[src/rtl/bipa_first_free.sv]
// Lowest grantable clear bit of one bitmap word.
module bipa_first_free #(
   parameter int WORD_BITS = 32,
   parameter int BIT_W     = 5
) (
   input  logic [WORD_BITS-1:0] word,
   input  logic                 first_word,
   input  logic                 last_word,
   input  logic [BIT_W-1:0]     last_bit,
   output logic                 found,
   output logic [BIT_W-1:0]     bit_idx
);

   logic [WORD_BITS-1:0] avail;

   always_comb begin
      found   = 1'b0;
      bit_idx = '0;
      for (int b = 0; b < WORD_BITS; b++) begin
         avail[b] = !word[b] && (!last_word || (b <= int'(last_bit)))
                    && !(first_word && (b == 0));
      end
      for (int b = WORD_BITS - 1; b >= 0; b--) begin
         if (avail[b]) begin
            found   = 1'b1;
            bit_idx = BIT_W'(b);
         end
      end
   end

endmodule

[config.mk]
export PLATFORM = sky130hd
export DESIGN_NAME = bipa_first_free
export DESIGN_NICKNAME = d
export VERILOG_FILES = /design/src/rtl/bipa_first_free.sv
export SDC_FILE = /design/constraint.sdc
export NUM_CORES = 1
export LEC_CHECK = 0
export ABC_AREA = 1
export BUFFER_PORTS_ARGS = -buffer_cell sky130_fd_sc_hd__buf_4
export CAP_MARGIN = 20
export CELL_PAD_IN_SITES_DETAIL_PLACEMENT = 2
export CELL_PAD_IN_SITES_GLOBAL_PLACEMENT = 2
export CORE_MARGIN = 3
export CORE_UTILIZATION = 20
export DETAILED_ROUTE_END_ITERATION = 7
export PLACE_DENSITY = 0.89
export SETUP_SLACK_MARGIN = 0.5
export SYNTH_ARGS = -nofsm -noshare
export SYNTH_HDL_FRONTEND = slang
export SYNTH_SLANG_ARGS = --single-unit
export TNS_END_PERCENT = 100
[constraint.sdc]
create_clock -name vclk -period 2.6
set_input_delay 0.13 -clock vclk [all_inputs]
set_output_delay 0.13 -clock vclk [all_outputs]
set_load 0.01 [all_outputs]
==> After elaboration in Yosys (flattened, before gate mapping) <==
Index checks and enable logic that the tools add are counted.
{ "totals": {"reg_bits": 0, "latchBits": 0, "mem_bits_rw": 0, "romBits": 0, "input_bits": 39, "output_inout_bits": 6, "wordCells": 192, "n_memories": 0} }
{ "classes": {"add_sub_neg": 0, "n_mul": 0, "div": 0, "order_cmp": 31, "n_eq_ne": 0, "shift": 0, "muxes": 64, "bitwise_logic": 0, "reduce_logical": 97} }
{ "op_table": {"columns": ["operator", "count"], "rows": [
  ["2-to-1 mux 5 bit", 32],
  ["<= comparator 5 bit (first input constant)", 16],
  ["<= comparator 4 x 5 -> 1 bit (first input constant)", 8],
  ["zero test 1 bit", 34],
  ["logical AND 1 bit", 32],
  ["2-to-1 mux 1 bit", 32],
  ["logical OR 1 bit", 31],
  ["<= comparator 3 x 5 -> 1 bit (first input constant)", 4],
  ["<= comparator 2 x 5 -> 1 bit (first input constant)", 2],
  ["<= comparator 1 x 5 -> 1 bit (first input constant)", 1]
]} }

==> Depth between registers and ports, before layout <==
{ "depth": {"depth_word": 35, "ltp_mapped": 35, "depth_no_buf": 34} }

==> Worst setup path before layout <==
OpenSTA, ideal clock, no wires.
{ "synth_path": {"path_type": "input port to output port", "startpoint": "input last_bit[3]", "endpoint": "output bit_idx[0]", "arrival_ns": 1.878, "required_ns": 2.470, "setup_slack_ns": 0.592, "path_stages": 33, "path_buffers": 1, "cell_sequence": "buf_6 -> nand3_2 -> nand2_2 -> inv_2 -> or2_4 -> nand2_1 -> nand2_1 -> nand2_1 -> nand2_1 -> nand2_1 -> nand2_1 -> nand2_1 -> nand2_1 -> nand2_1 -> nand2_1 -> nand2_1 -> nand2_1 -> nand2_1 -> nand2_1 -> nand2_1 -> nand2_1 -> nand2_1 -> nand2_1 -> nand2_1 -> nand2_1 -> nand2_1 -> nand2_1 -> nand2_1 -> nand2_1 -> nand2_1 -> nand2_1 -> nand2_1 -> nand2_1"} }
{ "synth_between": {"elab_chain_len": 35, "word_cells_on_any_way": 125, "cone_classes": "order compare (31); mux (32); reduce/logical (62)"} }
{ "synth_rtl": {"columns": ["element", "line", "text"], "rows": [
  ["from (decl)", "9", "input logic [BIT_W-1:0] last_bit,"],
  ["<= comparator 5 bit", "20", "avail[b] = !word[b] && (!last_word || (b <= int'(last_bit)))"],
  ["logical OR 1 bit", "20", null],
  ["logical AND 1 bit", "20", null],
  ["2-to-1 mux 5 bit (30 in a row)", "24", "if (avail[b]) begin"],
  ["2-to-1 mux 5 bit (*) (2 in a row)", "24", null],
  ["to (decl)", "11", "output logic [BIT_W-1:0] bit_idx"]
]} }
Every way passes the cells marked *; elsewhere a longest branch is shown, timed or not.

==> Worst setup path after layout <==
{ "layout_path": {"startpoint": "input last_bit[2]", "endpoint": "output bit_idx[0]"} }
Same word-level chain as after synthesis.

==> impl_metrics.py <==
metrics = {
    "power": {
        "ir_drop_v": 0.00007480,
        "power_leakage_uw": 0.0008371,
        "power.density_nw_per_um2": 187.9,
    },
    "placed_design": {
        "portBuffers": 45,
        "hpwlAfterDp_mm": 3.701,
        "gp_congestion": 0.7509,
        "dp.cells": 283,
        "dpl_cell_area_um2": 1245,
    },
    "global_route": {
        "grt_pass1_vias": 1650,
        "grt_pass1_wl_mm": 8.549,
        "grt_antenna_before_repair": 0,
        "track_usage_pct": 20.59,
        "globalRouteOverflowTotal": 0,
        "grt_max_degree": 12,
    },
    "cts": {
        "hold_buffers": 0,
    },
    "synth": {
        "synth_top_area_share_pct": 27.83,
        "synth_most_common_cell": "nand2_1",
        "syn_area_um2": 863.3,
        "syn_nets": 228,
        "synth_area_leaders": "nand2_1, nor2_1, inv_1",
        "synthCells": 189,
        "yosysTopAreaCell": "nand2_1",
        "syn_avg_cell_area_um2": 4.568,
        "yosys-top-cells-count": "nand2_1, nor2_1, inv_1, a21oi_1, o21ai_0",
        "yosysSeqAreaShare_pct": 0,
        "yosysUniqueCellTypes": 26,
        "ys_warn_count": 0,
    },
    "worst_setup_path": {
        "crit_required_ns": 2.47,
        "startpoint": "last_bit[2]",
        "start_kind": "primary input",
        "worstSetupEndpointType": "output port",
        "path_max_fanout": 6,
        "critPathMostFrequentCell": "nand2_1",
        "crit_type": "primary input to output port",
        "slowest_delay_ns": 0.12,
        "cp_slowest_cell": "buf_12",
        "arrival_ns": 2.50,
    },
    "finish": {
        "syn2layout_area_growth_pct": 79.42,
        "flops_and_latches": 0,
        "clock_buffers": 0,
        "drive_above_1_share_pct": 40.00,
        "multi_input_area_um2": 849.6,
        "fill_cells": 529,
        "final_util_pct": 37.91,
        "insertedDiodeCount": 0,
        "fin_area_um2": 1549,
        "nets": 286,
        "seqCellArea_um2": 0,
        "fin_cells": 295,
    },
    "job": {
        "max_cap_viol_count": 0,
    },
    "sta": {
        "rsz0062_at_grt": "true",
        "setup_ws_ns": -0.02842,
        "fin_crit_ns": 2.628,
        "finalSetupViolCount": 1,
        "finalCritPeriodShare_pct": 101.1,
        "finalHoldViolCount": 0,
        "max_slew_margin_pct": 74.92,
        "fin_tns_setup_ns": -0.02842,
        "tightest_slew_ns": 0.3722,
        "maxSlewViolCount": 0,
        "fmax_ghz": 0.3805,
    },
    "floorplan": {
        "die_x_um": 71.70,
        "start_util_pct": 21.13,
        "core-area_um2": 4086,
        "pin_count": 45,
        "die_h_um": 71.70,
        "rows": 23,
        "dieArea_um2": 5141,
    },
    "routing": {
        "drt_first_pass_iters": 4,
        "avgRoutedWirePerCell_um": 20.64,
        "antenna_left": 0,
        "vias_per_cell": 5.115,
        "via_count": 1509,
        "finalWirelength_mm": 6.088,
        "drtIter0Drc": 25,
        "drc": 0,
    },
    "min_path": {
        "worst_hold_path_type": "primary input to output port",
        "min_from": "first_word",
    },
    "outcome": {
        "status": "finished with violations",
        "failed_checks": "negative setup slack",
    },
}
[worst max-delay path: cells and delay by family]
kind	cells	cell delay, ns
buf+inv	3	0.33
simple gates	33	2.00
[logic make-up (layout without fill, tap and decap cells)]
| group | after synthesis | after routing | share of synthesized area (%) |
|---|---|---|---|
| AO/OA/AOI/OAI | 35 | 35 | 25.51 |
| buffers and inverters | 36 | 92 | 18.26 |
| AND/OR/NAND/NOR | 118 | 118 | 56.23 |
[worst paths after layout]
kind | slack, ns | to | cells past startpoint
hold / removal | 0.59 | bit_idx[0] | 4
setup / recovery | -0.03 | bit_idx[0] | 36
[cell usage in the layout (no fill, tap or decap)]
cell	instances
o21ai_1	1
o21bai_4	1
nor2_4	3
buf_6	4
o21bai_1	3
inv_1	28
a31o_2	2
nor2_2	4
nor2_1	30
nor3_1	1
inv_4	4
nor4_2	1
buf_4	51
o21ai_2	1
nand2_1	55
buf_8	1
nand3_2	1
buf_12	3
clkinv_1	1
or2_2	3
o21ai_4	1
a211o_2	2
nand3_4	1
nand4_1	3
a21oi_1	10
o31ai_1	1
a21o_2	1
nand3_1	4
nand2_4	4
a31oi_1	3
nand2_2	5
or2_4	1
nor3_2	1
a211oi_2	1
nand2_8	1
a31oi_2	1
o21ai_0	7
[power breakdown]
part	leakage (uW)	internal, uW	switching [uW]	total, uW
clock network	0	0	0	0
registers	0	0	0	0
logic	0.000837	125	166	291
total	0.000837	125	166	291
[routing by layer]
metal	GRT usage (%)	part of all wire, %
met5	0	0
met2	37.65	50
met1	26.65	45
met3	1.262	3.2
met4	3.549	2.0
[through the flow]
| step | setup WS (ns) | total power [uW] | hold slack, ns |
|---|---|---|---|
| final | -0.02842 | 291.0 | 0.5872 |
| after global routing | -0.3539 | 314.7 | 0.5937 |
| after CTS | 0.2160 | 242.6 | 0.5818 |
| after detailed placement | -0.01221 | 213.1 | 0.5788 |
| after global placement | 0.1394 | 203.7 | 0.5777 |
| after floorplan | 0.5924 | 121.6 | 0.4097 |
[repair_timing]
action | in CTS | in global routing
endpoints found under the setup margin | 3 | 5
pin swaps | 8 | 12
buffers inserted | 9 | 3
gates resized for setup | 30 | 26
[final cells by class]
type,instances,share of cell area (%)
multi-input cells,153,54.85
well taps,50,4.039
repair buffers,59,32.47
inverters,33,8.643
No activity file was read; power rests on OpenSTA's default activity.
